**config.mk**
```make
export PLATFORM = sky130hd
export DESIGN_NAME = biquad_iir_filter_top_flat
export DESIGN_NICKNAME = d
export VERILOG_FILES = /design/src/sv/bqd_pkg.sv /design/src/sv/bqd_if.sv /design/src/sv/bqd_mac.sv /design/src/sv/biquad_iir_filter_top.sv /design/src/flat_wrapper.sv
export VERILOG_INCLUDE_DIRS = /design/src /design/src/sv
export SDC_FILE = /design/constraint.sdc
export NUM_CORES = 2
export LEC_CHECK = 0
export BUFFER_PORTS_ARGS = -buffer_cell sky130_fd_sc_hd__buf_4
export CORE_MARGIN = 5
export CORE_UTILIZATION = 35
export DETAILED_ROUTE_END_ITERATION = 12
export GPL_TIMING_DRIVEN = 0
export PLACE_DENSITY = 0.54
export REMOVE_ABC_BUFFERS = 1
export SETUP_SLACK_MARGIN = 0.4
export SYNTH_ARGS = -nofsm -noshare
export SYNTH_HDL_FRONTEND = slang
export SYNTH_SLANG_ARGS = --single-unit
```
**constraint.sdc**
```tcl
create_clock -name clock -period 10.7 [get_ports clock]
set_input_delay 2.14 -clock clock [delete_from_list [all_inputs] [get_ports clock]]
set_output_delay 2.14 -clock clock [all_outputs]
set_load 0.01 [all_outputs]
```
**src/sv/biquad_iir_filter_top_assert.svh**
```systemverilog
// Assertion macros for the biquad filter top level.
`ifndef BIQUAD_IIR_FILTER_TOP_ASSERT_SVH
`define BIQUAD_IIR_FILTER_TOP_ASSERT_SVH
`ifndef SYNTHESIS
// Same-cycle implication, disabled while reset is high.
`define BQD_ASSERT_NOW(label, clk, rst, ante, cons, msg) \
   label: assert property (@(posedge clk) disable iff (rst) (ante) |-> (cons)) \
      else $error(msg);
// Next-cycle implication, disabled while reset is high.
`define BQD_ASSERT_NEXT(label, clk, rst, ante, cons, msg) \
   label: assert property (@(posedge clk) disable iff (rst) (ante) |=> (cons)) \
      else $error(msg);
`else
`define BQD_ASSERT_NOW(label, clk, rst, ante, cons, msg)
`define BQD_ASSERT_NEXT(label, clk, rst, ante, cons, msg)
`endif
`endif

```
**src/sv/bqd_pkg.sv**
```systemverilog
// Shared constants and types for the biquad filter.
package bqd_pkg;

   localparam int GAIN_BITS      = 24;
   localparam int GAIN_FRAC      = 20;
   localparam int HIST_GUARD     = 8;
   localparam int COEF_INT_BITS  = 4;
   localparam int CSR_INDEX_BITS = 3;

   localparam logic [GAIN_BITS-1:0] GAIN_RESET = GAIN_BITS'(1) << GAIN_FRAC;

   typedef enum logic [CSR_INDEX_BITS-1:0] {
      REG_FILTER_ON = 3'd0,
      REG_COEF_B0   = 3'd1,
      REG_COEF_B1   = 3'd2,
      REG_COEF_B2   = 3'd3,
      REG_COEF_A1   = 3'd4,
      REG_COEF_A2   = 3'd5,
      REG_OUT_GAIN  = 3'd6
   } reg_index_type;

   typedef enum logic [2:0] {
      TERM_B0 = 3'd0,
      TERM_B1 = 3'd1,
      TERM_B2 = 3'd2,
      TERM_A1 = 3'd3,
      TERM_A2 = 3'd4
   } term_type;

   // Accumulator command, applied to the product registered in the previous cycle.
   typedef struct packed {
      logic clear;
      logic add;
      logic sub;
   } mac_ctl_type;

endpackage

```
**src/sv/bqd_if.sv**
```systemverilog
// Sample stream interfaces for the biquad filter request and response channels.
interface bqd_req_if #(parameter int SAMPLE_BITS = 24);
   logic                          valid;
   logic                          ready;
   logic signed [SAMPLE_BITS-1:0] sample_in;
   modport source (output valid, output sample_in, input ready);
   modport sink   (input valid, input sample_in, output ready);
endinterface

interface bqd_rsp_if #(parameter int SAMPLE_BITS = 24);
   logic                          valid;
   logic                          ready;
   logic signed [SAMPLE_BITS-1:0] sample_out;
   modport source (output valid, output sample_out, input ready);
   modport sink   (input valid, input sample_out, output ready);
endinterface

```
**src/sv/bqd_mac.sv**
```systemverilog
// Shared signed multiplier with a registered product and an exact accumulator.
module bqd_mac #(
   parameter int A_BITS = 32,
   parameter int B_BITS = 32
) (
   input  logic                           clock,
   input  logic signed [A_BITS-1:0]       op_a,
   input  logic signed [B_BITS-1:0]       op_b,
   input  bqd_pkg::mac_ctl_type           ctl,
   output logic signed [A_BITS+B_BITS-1:0] prod_ff,
   output logic signed [A_BITS+B_BITS+2:0] acc_ff
);
   import bqd_pkg::*;

   localparam int P_BITS   = A_BITS + B_BITS;
   localparam int ACC_BITS = P_BITS + 3;

   logic signed [P_BITS-1:0]   prod_in;
   logic signed [ACC_BITS-1:0] acc_in;
   logic signed [ACC_BITS-1:0] prod_ext;

   assign prod_in  = P_BITS'(op_a) * P_BITS'(op_b);
   assign prod_ext = ACC_BITS'(prod_ff);

   always_comb begin
      acc_in = acc_ff;
      if (ctl.clear) begin
         acc_in = '0;
      end else if (ctl.add) begin
         acc_in = acc_ff + prod_ext;
      end else if (ctl.sub) begin
         acc_in = acc_ff - prod_ext;
      end
   end

   always_ff @(posedge clock) begin
      prod_ff <= prod_in;
      acc_ff  <= acc_in;
   end

endmodule

```
**src/sv/biquad_iir_filter_top.sv**
```systemverilog
// Biquad direct form I filter top level: sequencer, history, configuration and output stage.
// A filtered sample passes from its transfer on the request channel to its result in the
// response register through five multiply steps on the one shared multiplier, a final
// accumulate, a round and saturate step, a gain multiply on the same multiplier and a
// scale step. A new sample is taken only once the filter is back in idle after the
// previous result is loaded. With filter_on low a sample is answered in the next cycle
// with the input from two samples back. The response register holds one result while
// the next sample is taken; the scale step waits only if that register is still full.
// Coefficients are signed Q3.(COEF_BITS-4) and the gain is signed Q3.20. Configuration is
// to be written by the user only while the filter is idle; the block does not enforce it.
module biquad_iir_filter_top #(
   parameter int SAMPLE_BITS = 24,
   parameter int COEF_BITS   = 32
) (
   input  logic                  clock,
   input  logic                  reset,
   bqd_req_if.sink               req_ch,
   bqd_rsp_if.source             rsp_ch,
   input  logic                  csr_we,
   input  logic [bqd_pkg::CSR_INDEX_BITS-1:0] csr_index,
   input  logic [((COEF_BITS > bqd_pkg::GAIN_BITS) ? COEF_BITS : bqd_pkg::GAIN_BITS)-1:0]
                                 csr_wdata
);
   import bqd_pkg::*;

`include "biquad_iir_filter_top_assert.svh"

   localparam int HB        = SAMPLE_BITS + HIST_GUARD;
   localparam int MA        = (COEF_BITS > GAIN_BITS) ? COEF_BITS : GAIN_BITS;
   localparam int PW        = MA + HB;
   localparam int AW        = PW + 3;
   localparam int COEF_FRAC = COEF_BITS - COEF_INT_BITS;

   localparam logic signed [AW-1:0] ACC_HALF  = AW'(1) << (COEF_FRAC - 1);
   localparam logic signed [PW:0]   GAIN_HALF = (PW + 1)'(1) << (GAIN_FRAC - 1);

   typedef enum logic [2:0] {
      ST_IDLE,
      ST_MAC,
      ST_ACC,
      ST_ROUND,
      ST_GAIN,
      ST_SCALE
   } state_type;

   // configuration
   logic                          filter_on_ff;
   logic signed [COEF_BITS-1:0]   coef_b0_ff, coef_b1_ff, coef_b2_ff, coef_a1_ff, coef_a2_ff;
   logic signed [GAIN_BITS-1:0]   out_gain_ff;

   // sequencer and history
   state_type                     state_ff, state_in;
   term_type                      term_ff, term_in;
   logic signed [SAMPLE_BITS-1:0] x_ff, x_in;
   logic signed [SAMPLE_BITS-1:0] in_hist1_ff, in_hist1_in, in_hist2_ff, in_hist2_in;
   logic signed [HB-1:0]          out_hist1_ff, out_hist1_in, out_hist2_ff, out_hist2_in;
   logic signed [HB-1:0]          y_ff, y_in;
   logic                          rsp_valid_ff, rsp_valid_in;
   logic signed [SAMPLE_BITS-1:0] rsp_data_ff, rsp_data_in;

   // datapath
   logic signed [MA-1:0]          op_a;
   logic signed [HB-1:0]          op_b;
   mac_ctl_type                   mac_ctl;
   logic signed [PW-1:0]          prod;
   logic signed [AW-1:0]          acc;
   logic signed [AW-1:0]          acc_rnd, acc_shift;
   logic signed [HB-1:0]          y_sat;
   logic signed [PW:0]            gain_rnd, gain_shift;
   logic signed [SAMPLE_BITS-1:0] out_sat;
   logic                          req_xfer, out_free, scale_done;

   assign out_free      = !rsp_valid_ff || rsp_ch.ready;
   assign req_ch.ready  = (state_ff == ST_IDLE) && (filter_on_ff || out_free);
   assign req_xfer      = req_ch.valid && req_ch.ready;
   assign scale_done    = (state_ff == ST_SCALE) && out_free;
   assign rsp_ch.valid      = rsp_valid_ff;
   assign rsp_ch.sample_out = rsp_data_ff;

   // configuration writes
   always_ff @(posedge clock) begin
      if (reset) begin
         filter_on_ff <= 1'b0;
         coef_b0_ff   <= '0;
         coef_b1_ff   <= '0;
         coef_b2_ff   <= '0;
         coef_a1_ff   <= '0;
         coef_a2_ff   <= '0;
         out_gain_ff  <= GAIN_RESET;
      end else if (csr_we) begin
         case (reg_index_type'(csr_index))
            REG_FILTER_ON: filter_on_ff <= csr_wdata[0];
            REG_COEF_B0:   coef_b0_ff   <= csr_wdata[COEF_BITS-1:0];
            REG_COEF_B1:   coef_b1_ff   <= csr_wdata[COEF_BITS-1:0];
            REG_COEF_B2:   coef_b2_ff   <= csr_wdata[COEF_BITS-1:0];
            REG_COEF_A1:   coef_a1_ff   <= csr_wdata[COEF_BITS-1:0];
            REG_COEF_A2:   coef_a2_ff   <= csr_wdata[COEF_BITS-1:0];
            REG_OUT_GAIN:  out_gain_ff  <= csr_wdata[GAIN_BITS-1:0];
            default: ;
         endcase
      end
   end

   // operand select for the shared multiplier; the gain product is the default
   always_comb begin
      op_a    = MA'(out_gain_ff);
      op_b    = y_ff;
      mac_ctl = '0;
      case (state_ff)
         ST_MAC: begin
            case (term_ff)
               TERM_B0: begin
                  op_a = MA'(coef_b0_ff);
                  op_b = HB'(x_ff);
                  mac_ctl.clear = 1'b1;
               end
               TERM_B1: begin
                  op_a = MA'(coef_b1_ff);
                  op_b = HB'(in_hist1_ff);
                  mac_ctl.add = 1'b1;
               end
               TERM_B2: begin
                  op_a = MA'(coef_b2_ff);
                  op_b = HB'(in_hist2_ff);
                  mac_ctl.add = 1'b1;
               end
               TERM_A1: begin
                  op_a = MA'(coef_a1_ff);
                  op_b = out_hist1_ff;
                  mac_ctl.add = 1'b1;
               end
               TERM_A2: begin
                  op_a = MA'(coef_a2_ff);
                  op_b = out_hist2_ff;
                  mac_ctl.sub = 1'b1;
               end
               default: ;
            endcase
         end
         ST_ACC:  mac_ctl.sub = 1'b1;
         default: ;
      endcase
   end

   bqd_mac #(
      .A_BITS (MA),
      .B_BITS (HB)
   ) u_mac (
      .clock   (clock),
      .op_a    (op_a),
      .op_b    (op_b),
      .ctl     (mac_ctl),
      .prod_ff (prod),
      .acc_ff  (acc)
   );

   // round half up by the coefficient fraction, saturate to the history width
   always_comb begin
      acc_rnd   = acc + ACC_HALF;
      acc_shift = acc_rnd >>> COEF_FRAC;
      if (&acc_shift[AW-1:HB-1] || ~|acc_shift[AW-1:HB-1]) begin
         y_sat = acc_shift[HB-1:0];
      end else if (acc_shift[AW-1]) begin
         y_sat = {1'b1, {(HB-1){1'b0}}};
      end else begin
         y_sat = {1'b0, {(HB-1){1'b1}}};
      end
   end

   // scale by the gain, round half up, saturate to the sample width
   always_comb begin
      gain_rnd   = (PW + 1)'(prod) + GAIN_HALF;
      gain_shift = gain_rnd >>> GAIN_FRAC;
      if (&gain_shift[PW:SAMPLE_BITS-1] || ~|gain_shift[PW:SAMPLE_BITS-1]) begin
         out_sat = gain_shift[SAMPLE_BITS-1:0];
      end else if (gain_shift[PW]) begin
         out_sat = {1'b1, {(SAMPLE_BITS-1){1'b0}}};
      end else begin
         out_sat = {1'b0, {(SAMPLE_BITS-1){1'b1}}};
      end
   end

   always_comb begin
      state_in     = state_ff;
      term_in      = term_ff;
      x_in         = x_ff;
      in_hist1_in  = in_hist1_ff;
      in_hist2_in  = in_hist2_ff;
      out_hist1_in = out_hist1_ff;
      out_hist2_in = out_hist2_ff;
      y_in         = y_ff;
      rsp_valid_in = rsp_valid_ff && !rsp_ch.ready;
      rsp_data_in  = rsp_data_ff;
      case (state_ff)
         ST_IDLE: begin
            if (req_xfer) begin
               if (filter_on_ff) begin
                  x_in     = req_ch.sample_in;
                  term_in  = TERM_B0;
                  state_in = ST_MAC;
               end else begin
                  // bypass: answer with the oldest input, shift the input history only
                  rsp_valid_in = 1'b1;
                  rsp_data_in  = in_hist2_ff;
                  in_hist2_in  = in_hist1_ff;
                  in_hist1_in  = req_ch.sample_in;
               end
            end
         end
         ST_MAC: begin
            if (term_ff == TERM_A2) begin
               state_in = ST_ACC;
            end else begin
               term_in = term_type'(term_ff + 3'd1);
            end
         end
         ST_ACC:   state_in = ST_ROUND;
         ST_ROUND: begin
            y_in     = y_sat;
            state_in = ST_GAIN;
         end
         ST_GAIN:  state_in = ST_SCALE;
         ST_SCALE: begin
            // hold until the response register is free
            if (out_free) begin
               rsp_valid_in = 1'b1;
               rsp_data_in  = out_sat;
               in_hist2_in  = in_hist1_ff;
               in_hist1_in  = x_ff;
               out_hist2_in = out_hist1_ff;
               out_hist1_in = y_ff;
               state_in     = ST_IDLE;
            end
         end
         default:  state_in = ST_IDLE;
      endcase
   end

   always_ff @(posedge clock) begin
      if (reset) begin
         state_ff     <= ST_IDLE;
         term_ff      <= TERM_B0;
         in_hist1_ff  <= '0;
         in_hist2_ff  <= '0;
         out_hist1_ff <= '0;
         out_hist2_ff <= '0;
         rsp_valid_ff <= 1'b0;
      end else begin
         state_ff     <= state_in;
         term_ff      <= term_in;
         in_hist1_ff  <= in_hist1_in;
         in_hist2_ff  <= in_hist2_in;
         out_hist1_ff <= out_hist1_in;
         out_hist2_ff <= out_hist2_in;
         rsp_valid_ff <= rsp_valid_in;
      end
      x_ff        <= x_in;
      y_ff        <= y_in;
      rsp_data_ff <= rsp_data_in;
   end

   `BQD_ASSERT_NEXT(a_filter_start, clock, reset, req_xfer && filter_on_ff, state_ff == ST_MAC, "filtered sample did not start the multiply sequence")
   `BQD_ASSERT_NEXT(a_scale_load, clock, reset, scale_done, rsp_valid_ff, "scale step finished without loading a response")
   `BQD_ASSERT_NEXT(a_hist_update, clock, reset, scale_done, (out_hist1_ff == $past(y_ff)) && (in_hist1_ff == $past(x_ff)), "history not advanced at the end of a filtered sample")
   `BQD_ASSERT_NOW(a_no_overwrite, clock, reset, rsp_valid_ff && !rsp_ch.ready, !(state_ff == ST_IDLE && req_xfer && !filter_on_ff) && !scale_done, "response register overwritten while waiting")

endmodule

```
**src/flat_wrapper.sv**
```systemverilog
// flat-port wrapper written by rule: the top's interface ports become plain ports
module biquad_iir_filter_top_flat import bqd_pkg::*;
#(
   parameter int SAMPLE_BITS = 24,
   parameter int COEF_BITS   = 32
)
  (clock, reset, csr_we, csr_index, csr_wdata, req_ch_valid, req_ch_sample_in, req_ch_ready, rsp_ch_valid, rsp_ch_sample_out, rsp_ch_ready);
  bqd_req_if #(.SAMPLE_BITS(SAMPLE_BITS)) req_ch_i ();
  bqd_rsp_if #(.SAMPLE_BITS(SAMPLE_BITS)) rsp_ch_i ();
  input  logic clock;
  input  logic reset;
  input  logic csr_we;
  input  logic [bqd_pkg::CSR_INDEX_BITS-1:0] csr_index;
  input  logic [((COEF_BITS > bqd_pkg::GAIN_BITS) ? COEF_BITS : bqd_pkg::GAIN_BITS)-1:0] csr_wdata;
  input wire logic [$bits(req_ch_i.valid)-1:0] req_ch_valid;
  input wire logic [$bits(req_ch_i.sample_in)-1:0] req_ch_sample_in;
  output wire logic [$bits(req_ch_i.ready)-1:0] req_ch_ready;
  output wire logic [$bits(rsp_ch_i.valid)-1:0] rsp_ch_valid;
  output wire logic [$bits(rsp_ch_i.sample_out)-1:0] rsp_ch_sample_out;
  input wire logic [$bits(rsp_ch_i.ready)-1:0] rsp_ch_ready;
  assign req_ch_i.valid = req_ch_valid;
  assign req_ch_i.sample_in = req_ch_sample_in;
  assign req_ch_ready = req_ch_i.ready;
  assign rsp_ch_valid = rsp_ch_i.valid;
  assign rsp_ch_sample_out = rsp_ch_i.sample_out;
  assign rsp_ch_i.ready = rsp_ch_ready;
  biquad_iir_filter_top #(.SAMPLE_BITS(SAMPLE_BITS), .COEF_BITS(COEF_BITS)) u_core (.clock(clock), .reset(reset), .req_ch(req_ch_i), .rsp_ch(rsp_ch_i), .csr_we(csr_we), .csr_index(csr_index), .csr_wdata(csr_wdata));
endmodule
```
Word-level counts from Yosys, hierarchy flattened
Cells that the tools add are included.
W data, S select, Z words.
{"block": "totals", "ff_bits": 515, "in_bits": 64}
{"block": "op_classes", "n_addsub": 5, "n_reduce_logical": 34, "n_mux": 40, "mul": 1, "n_eq_ne": 21}
{"op": "$pmux W32 S5", "n": 2}
{"op": "$mux W24", "n": 11}
{"op": "$pmux W24 S2", "n": 3}
{"op": "$mux W67", "n": 2}
{"op": "$mux W32", "n": 4}
{"op": "$add A67 B29 Y67 const B", "n": 1}
{"op": "$add A67 B64 Y67", "n": 1}
{"op": "$sub A67 B64 Y67", "n": 1}
{"op": "$add A64 B21 Y65 const B", "n": 1}
{"op": "$mul A32 B32 Y64", "n": 1}
{"op": "$reduce_and A22 Y1", "n": 1}
{"op": "$reduce_or A22 Y1", "n": 1}
{"op": "$mux W3", "n": 7}
{"op": "$eq A3 B2 Y1 const B", "n": 6}
{"op": "$eq A3 B3 Y1 const B", "n": 6}
{"op": "$pmux W3 S6", "n": 1}
{"op": "$reduce_and A2 Y1", "n": 8}
{"op": "$reduce_and A4 Y1", "n": 3}
{"op": "$eq A3 B1 Y1 const B", "n": 3}
{"op": "$logic_not A3 Y1", "n": 3}
{"op": "$ne A2 B1 Y1 const B", "n": 4}
{"op": "$reduce_and A8 Y1", "n": 1}
{"op": "$reduce_or A8 Y1", "n": 1}
{"op": "$mux W1", "n": 6}
{"op": "other kinds (11)", "n": 23}

Longest topological paths before layout
{"block": "depth", "word_depth": 7, "mapped_depth": 40, "depth_no_buf": 35}

Hierarchy
A second synthesis with hierarchy kept.
{"block": "hier_totals", "hier_cells": 7187, "area_unflattened_um2": 63131.8}
{"mod": "bqd_mac", "instances": 1, "area_per_inst_um2": 45060.7, "cells_per_inst": 4995}
{"mod": "biquad_iir_filter_top", "instances": 1, "area_per_inst_um2": 18071.1, "cells_per_inst": 2192}

Least setup slack after synthesis
No wires, ideal clock.
{"block": "synth_path", "path_kind": "register to register", "start": "register u_core.term_ff[0]", "end": "register u_core.u_mac.prod_ff[62]", "setup_ns": 0.072, "slack_ns": 1.210, "t_required_ns": 10.628, "t_arrival_ns": 9.418, "synth_period_minus_slack_ns": 9.490, "n_path_buf": 3, "stages_incl_launch_ff": 33, "cell_sequence": "dfxtp_1 -> ha_1 -> clkbuf_1 -> nor2b_1 -> nor3_1 -> a21oi_1 -> clkbuf_1 -> mux2i_1 -> clkbuf_1 -> nor2_1 -> fa_1 -> inv_1 -> fa_1 -> inv_1 -> fa_1 -> fa_1 -> inv_1 -> fa_1 -> inv_1 -> fa_1 -> fa_1 -> fa_1 -> ha_1 -> a21oi_1 -> nand2_1 -> a21oi_1 -> o21ai_0 -> a21oi_1 -> o21ai_1 -> a221o_1 -> a221o_1 -> a21oi_1 -> xnor2_1"}
{"block": "synth_between", "elab_chain_cells": 4}
{"element": "from (decl)", "line_no": "biquad_iir_filter_top.sv:53", "source": "term_type term_ff, term_in;"}
{"element": "from (signal assigned)", "line_no": "biquad_iir_filter_top.sv:250", "source": "term_ff <= term_in;"}
{"element": "$eq A3 B3 Y1 (tied with other cells)", "line_no": "biquad_iir_filter_top.sv:111", "source": "case (term_ff)"}
{"element": "$pmux W32 S5", "line_no": "biquad_iir_filter_top.sv:111"}
{"element": "$mux W32", "line_no": "biquad_iir_filter_top.sv:109", "source": "case (state_ff)"}
{"element": "$mul A32 B32 Y64 (*)", "line_no": "bqd_mac.sv:22", "source": "assign prod_in = P_BITS'(op_a) * P_BITS'(op_b);"}
{"element": "net u_core.u_mac.prod_in[62]", "line_no": "bqd_mac.sv:18", "source": "logic signed [P_BITS-1:0] prod_in;"}
{"element": "to (signal assigned)", "line_no": "bqd_mac.sv:37", "source": "prod_ff <= prod_in;"}
{"element": "to (decl)", "line_no": "bqd_mac.sv:10", "source": "output logic signed [A_BITS+B_BITS-1:0] prod_ff,"}
Mark *: on every way through the listed nets, which the timed path passes. The rest lies on a longest branch.
A chain may end at the register's enable or synchronous reset.

Worst setup path in the final report
{"block": "layout_path", "start": "register u_core.term_ff[0]", "end": "register u_core.u_mac.prod_ff[61]"}
The elaborated chain is that of the path after synthesis.

==> flow_summary.json <==
{
  "grt_remaining_overflow": 0,
  "synth_largest_type_area_fraction": 0.350,
  "maxSlewHeadroom": 0.0805,
  "fmaxAchievable_mhz": 98.5,
  "critical_path_required_ps": 11260,
  "die_area_sq_mm": 0.185,
  "critPathMaxStageDelay_ps": 570,
  "num-fill-cells": 17600,
  "proportion_of_synthesized_chip_area_in_sequential_cells": 0.180,
  "powerDensity_mw_per_mm2": 160,
  "antenna_found_initial": 5,
  "clock_sink_count": 515,
  "timing.final.ws_setup_ps": 552,
  "slew_worst_pin_ps": 1380,
  "critical_path.startpoint_type": "flip-flop",
  "critPathLaunch": "u_core.term_ff[0]$_SDFFE_PP0P_",
  "crit_arrival_ps": 10710,
  "layout_worst_path_cycle_share": 0.948,
  "timing.reg2reg.worst_path_depth": 31,
  "yosys.area.top_type": "sky130_fd_sc_hd__fa_1",
  "yosys.cell_count.top_type": "sky130_fd_sc_hd__nand2_1",
  "detail_route.wl_per_cell_microns": 22.7,
  "final.hold.worst_slack_ps": 439,
  "worst_skew_pair.late_latency_ps": 690,
  "antenna_left": 0,
  "drive_above_1_share": 0.0837,
  "initial_core_util": 0.351,
  "via_count_of_the_first_global_routing_pass": 53200,
  "final-max-slew-violation-count": 0,
  "synth_common_cells": "sky130_fd_sc_hd__nand2_1, sky130_fd_sc_hd__fa_1, sky130_fd_sc_hd__inv_1, sky130_fd_sc_hd__nor2_1, sky130_fd_sc_hd__a21oi_1",
  "cts_tree": "yes",
  "numCtsBuffers": 61,
  "worst-path-stages": 31,
  "cap_violations": 0,
  "netlist_top_cells_area": "sky130_fd_sc_hd__fa_1, sky130_fd_sc_hd__dfxtp_1, sky130_fd_sc_hd__nand2_1",
  "leakage_uw": 0.0309,
  "worst_path_dominant_cell_family": "adder cells",
  "largest_register_ffs": 67,
  "globalRouteTotalUtil": 0.231,
  "clk_pin_slew_ps": 70,
  "stdcell_count": 9646,
  "tns_ps": 0,
  "setup.worst_path.class": "reg -> reg",
  "global_route_wire_length_before_repair_microns": 330000,
  "final-setup-viol-count": 0,
  "number_of_enable_flip_flop_cells_after_synthesis": 80,
  "die_height_microns": 431,
  "r2r_slack_ps": 550,
  "critical_path.reg2reg.endpoint": "u_core.u_mac.prod_ff[61]$_DFF_P_",
  "timing.critical_path.mode_cell": "sky130_fd_sc_hd__fa_1",
  "grt_setup_unrepaired": "true",
  "detailed_place.area_sq_mm": 0.0667,
  "syn2layout_area_growth_pct": 14.0,
  "drtIter0Drc": 5537,
  "io-pin-count": 90,
  "timing.critical_path.to_type": "flip-flop",
  "final_period_minus_worst_setup_slack_ps": 10150,
  "syn-instance-count": 7316,
  "drt_drc_violations_left": 0,
  "ys_types": 86,
  "syn-mean-instance-area_sq_um": 8.46,
  "post-route-cell-area_sq_mm": 0.0705,
  "hp-class": "reg -> reg",
  "cp_num_buf_inv": 6,
  "critical_path.endpoint": "u_core.u_mac.prod_ff[61]$_DFF_P_",
  "drt_first_pass_iters": 9,
  "max_flop_register": "u_core.u_mac.acc_ff",
  "cts_buffer_depth": 3,
  "horiz_die_dim_microns": 431,
  "placement.setup.worst_slack_ps": -2780,
  "reg.largest.list": "u_core.u_mac.acc_ff: 67 flops, u_core.u_mac.prod_ff: 64 flops",
  "hpwlAfterDp_microns": 164000,
  "worst_path_max_delay_cell": "sky130_fd_sc_hd__fa_1",
  "peakVddDrop_uv": 139,
  "yosys_warnings": 0,
  "synth_area_sq_mm": 0.0619,
  "fin_nets": 8658,
  "place.gp.congestion": 0.904,
  "grt_start_max_net_pins": 157,
  "dp_cells": 9429,
  "port_buffers": 89,
  "status": "complete, no violations",
  "route.final.wire_length_microns": 219000,
  "async_flop_share": 0,
  "synth_seq_cells": 515,
  "placeableCoreArea_sq_mm": 0.176,
  "cp_max_fo": 17,
  "yosys_most_used_dff": "sky130_fd_sc_hd__dfxtp_1",
  "buffer_type_at_the_clock_tree_root": "sky130_fd_sc_hd__clkbuf_16",
  "ctsHtreeMaxLevel": 2,
  "clock_skew_ps": 43.6,
  "num_vias": 52400,
  "rows": 154,
  "hold_viol_final": 0,
  "via_per_inst": 5.44,
  "reg2reg_from": "u_core.term_ff[0]$_SDFFE_PP0P_"
}
==> tightest hold or removal path, stage by stage (launching register included) <==
cell and delay (ps):
sky130_fd_sc_hd__dfxtp_1 320, sky130_fd_sc_hd__nand2_1 60, sky130_fd_sc_hd__a21oi_1 50
==> stage by stage <==
stage	power [uW]	utilization
2_1_floorplan	6890	-
3_3_place_gp	8820	0.363
3_5_place_dp	8890	0.379
4_1_cts	11300	0.397
5_1_grt	12100	0.401
6_report	11300	0.401
==> power breakdown <==
group          switching [uW]  internal, uW  leakage, uW
Combinational            3910          2440       0.0255
Clock                     921          1370      0.00109
Sequential                395          2260      0.00429
Total                    5230          6080       0.0309
==> cell families after synthesis <==
logic type	synth area share
compound gates	0.115
simple gates	0.172
mux	0.00681
buf+inv	0.0879
xor+xnor	0.0364
flops	0.180
fa+ha+maj	0.403
==> cell type report <==
| type | instances | area [sq um] | share of cell area |
|---|---|---|---|
| clock buffers | 81 | 1740 | 0.0247 |
| diodes | 3 | 7.51 | 0.000106 |
| well taps | 2340 | 2930 | 0.0415 |
| clock inverters | 33 | 478 | 0.00678 |
| repair inverters | 1 | 5.00 | 0.0000709 |
| repair buffers | 289 | 3640 | 0.0515 |
| inverters | 1023 | 3860 | 0.0548 |
| multi-input cells | 5361 | 46800 | 0.663 |
| flip-flops and latches | 515 | 11100 | 0.158 |
==> cells in the final DEF (no fill, tap or decap), types with 26 or more instances in the layout <==
cell type / instances
sky130_fd_sc_hd__xnor2_1: 153
sky130_fd_sc_hd__edfxtp_1: 80
sky130_fd_sc_hd__o21bai_1: 26
sky130_fd_sc_hd__nor3_1: 76
sky130_fd_sc_hd__nor2_1: 697
sky130_fd_sc_hd__mux2i_4: 30
sky130_fd_sc_hd__a21o_1: 71
sky130_fd_sc_hd__buf_4: 164
sky130_fd_sc_hd__ha_1: 254
sky130_fd_sc_hd__fa_1: 1079
sky130_fd_sc_hd__a21oi_1: 509
sky130_fd_sc_hd__clkbuf_16: 63
sky130_fd_sc_hd__nand4_1: 54
sky130_fd_sc_hd__a22oi_1: 44
sky130_fd_sc_hd__nand2_1: 1394
sky130_fd_sc_hd__dfxtp_1: 434
sky130_fd_sc_hd__a222oi_1: 56
sky130_fd_sc_hd__nand3_1: 79
sky130_fd_sc_hd__and3_1: 28
sky130_fd_sc_hd__xor2_1: 104
sky130_fd_sc_hd__o21ai_0: 153
sky130_fd_sc_hd__nand2b_1: 35
sky130_fd_sc_hd__buf_12: 61
sky130_fd_sc_hd__inv_1: 1014
==> how the worst min path moves through the flow <==
| stage | startpoint | endpoint | slack, ps | cells after the start |
|---|---|---|---|---|
| 2_1_floorplan | u_core.u_mac.acc_ff[24]$_SDFFE_PP0P_ | u_core.u_mac.acc_ff[24]$_SDFFE_PP0P_ | 430 | 2 |
| 3_3_place_gp | u_core.out_hist2_ff[3]$_SDFFE_PP0P_ | u_core.out_hist2_ff[3]$_SDFFE_PP0P_ | 440 | 2 |
| 3_5_place_dp | u_core.coef_a2_ff[19]$_SDFFE_PP0P_ | u_core.coef_a2_ff[19]$_SDFFE_PP0P_ | 450 | 2 |
| 4_1_cts | u_core.out_hist1_ff[9]$_SDFFE_PP0P_ | u_core.out_hist2_ff[9]$_SDFFE_PP0P_ | 420 | 2 |
| 5_1_grt | u_core.out_hist1_ff[9]$_SDFFE_PP0P_ | u_core.out_hist2_ff[9]$_SDFFE_PP0P_ | 460 | 2 |
| 6_report | u_core.out_hist1_ff[9]$_SDFFE_PP0P_ | u_core.out_hist2_ff[9]$_SDFFE_PP0P_ | 440 | 2 |
==> repair_timing <==
action | 4_1_cts | 5_1_grt
pin swaps | 6 | 14
hold buffers | 0 | 0
setup endpoints to repair | 49 | 19
cloned | 2 | 4
setup buffers | 69 | 25
resized for setup | 103 | 48
==> layer usage <==
metal,GRT usage,part of all wire,vias to the layer above
met4,0.0783,0.039,0
met1,0.316,0.42,26800
met2,0.372,0.46,2227
met3,0.0380,0.085,377
li1,-,-,23100
met5,0,0,-
(Power assumes the default switching activity.)
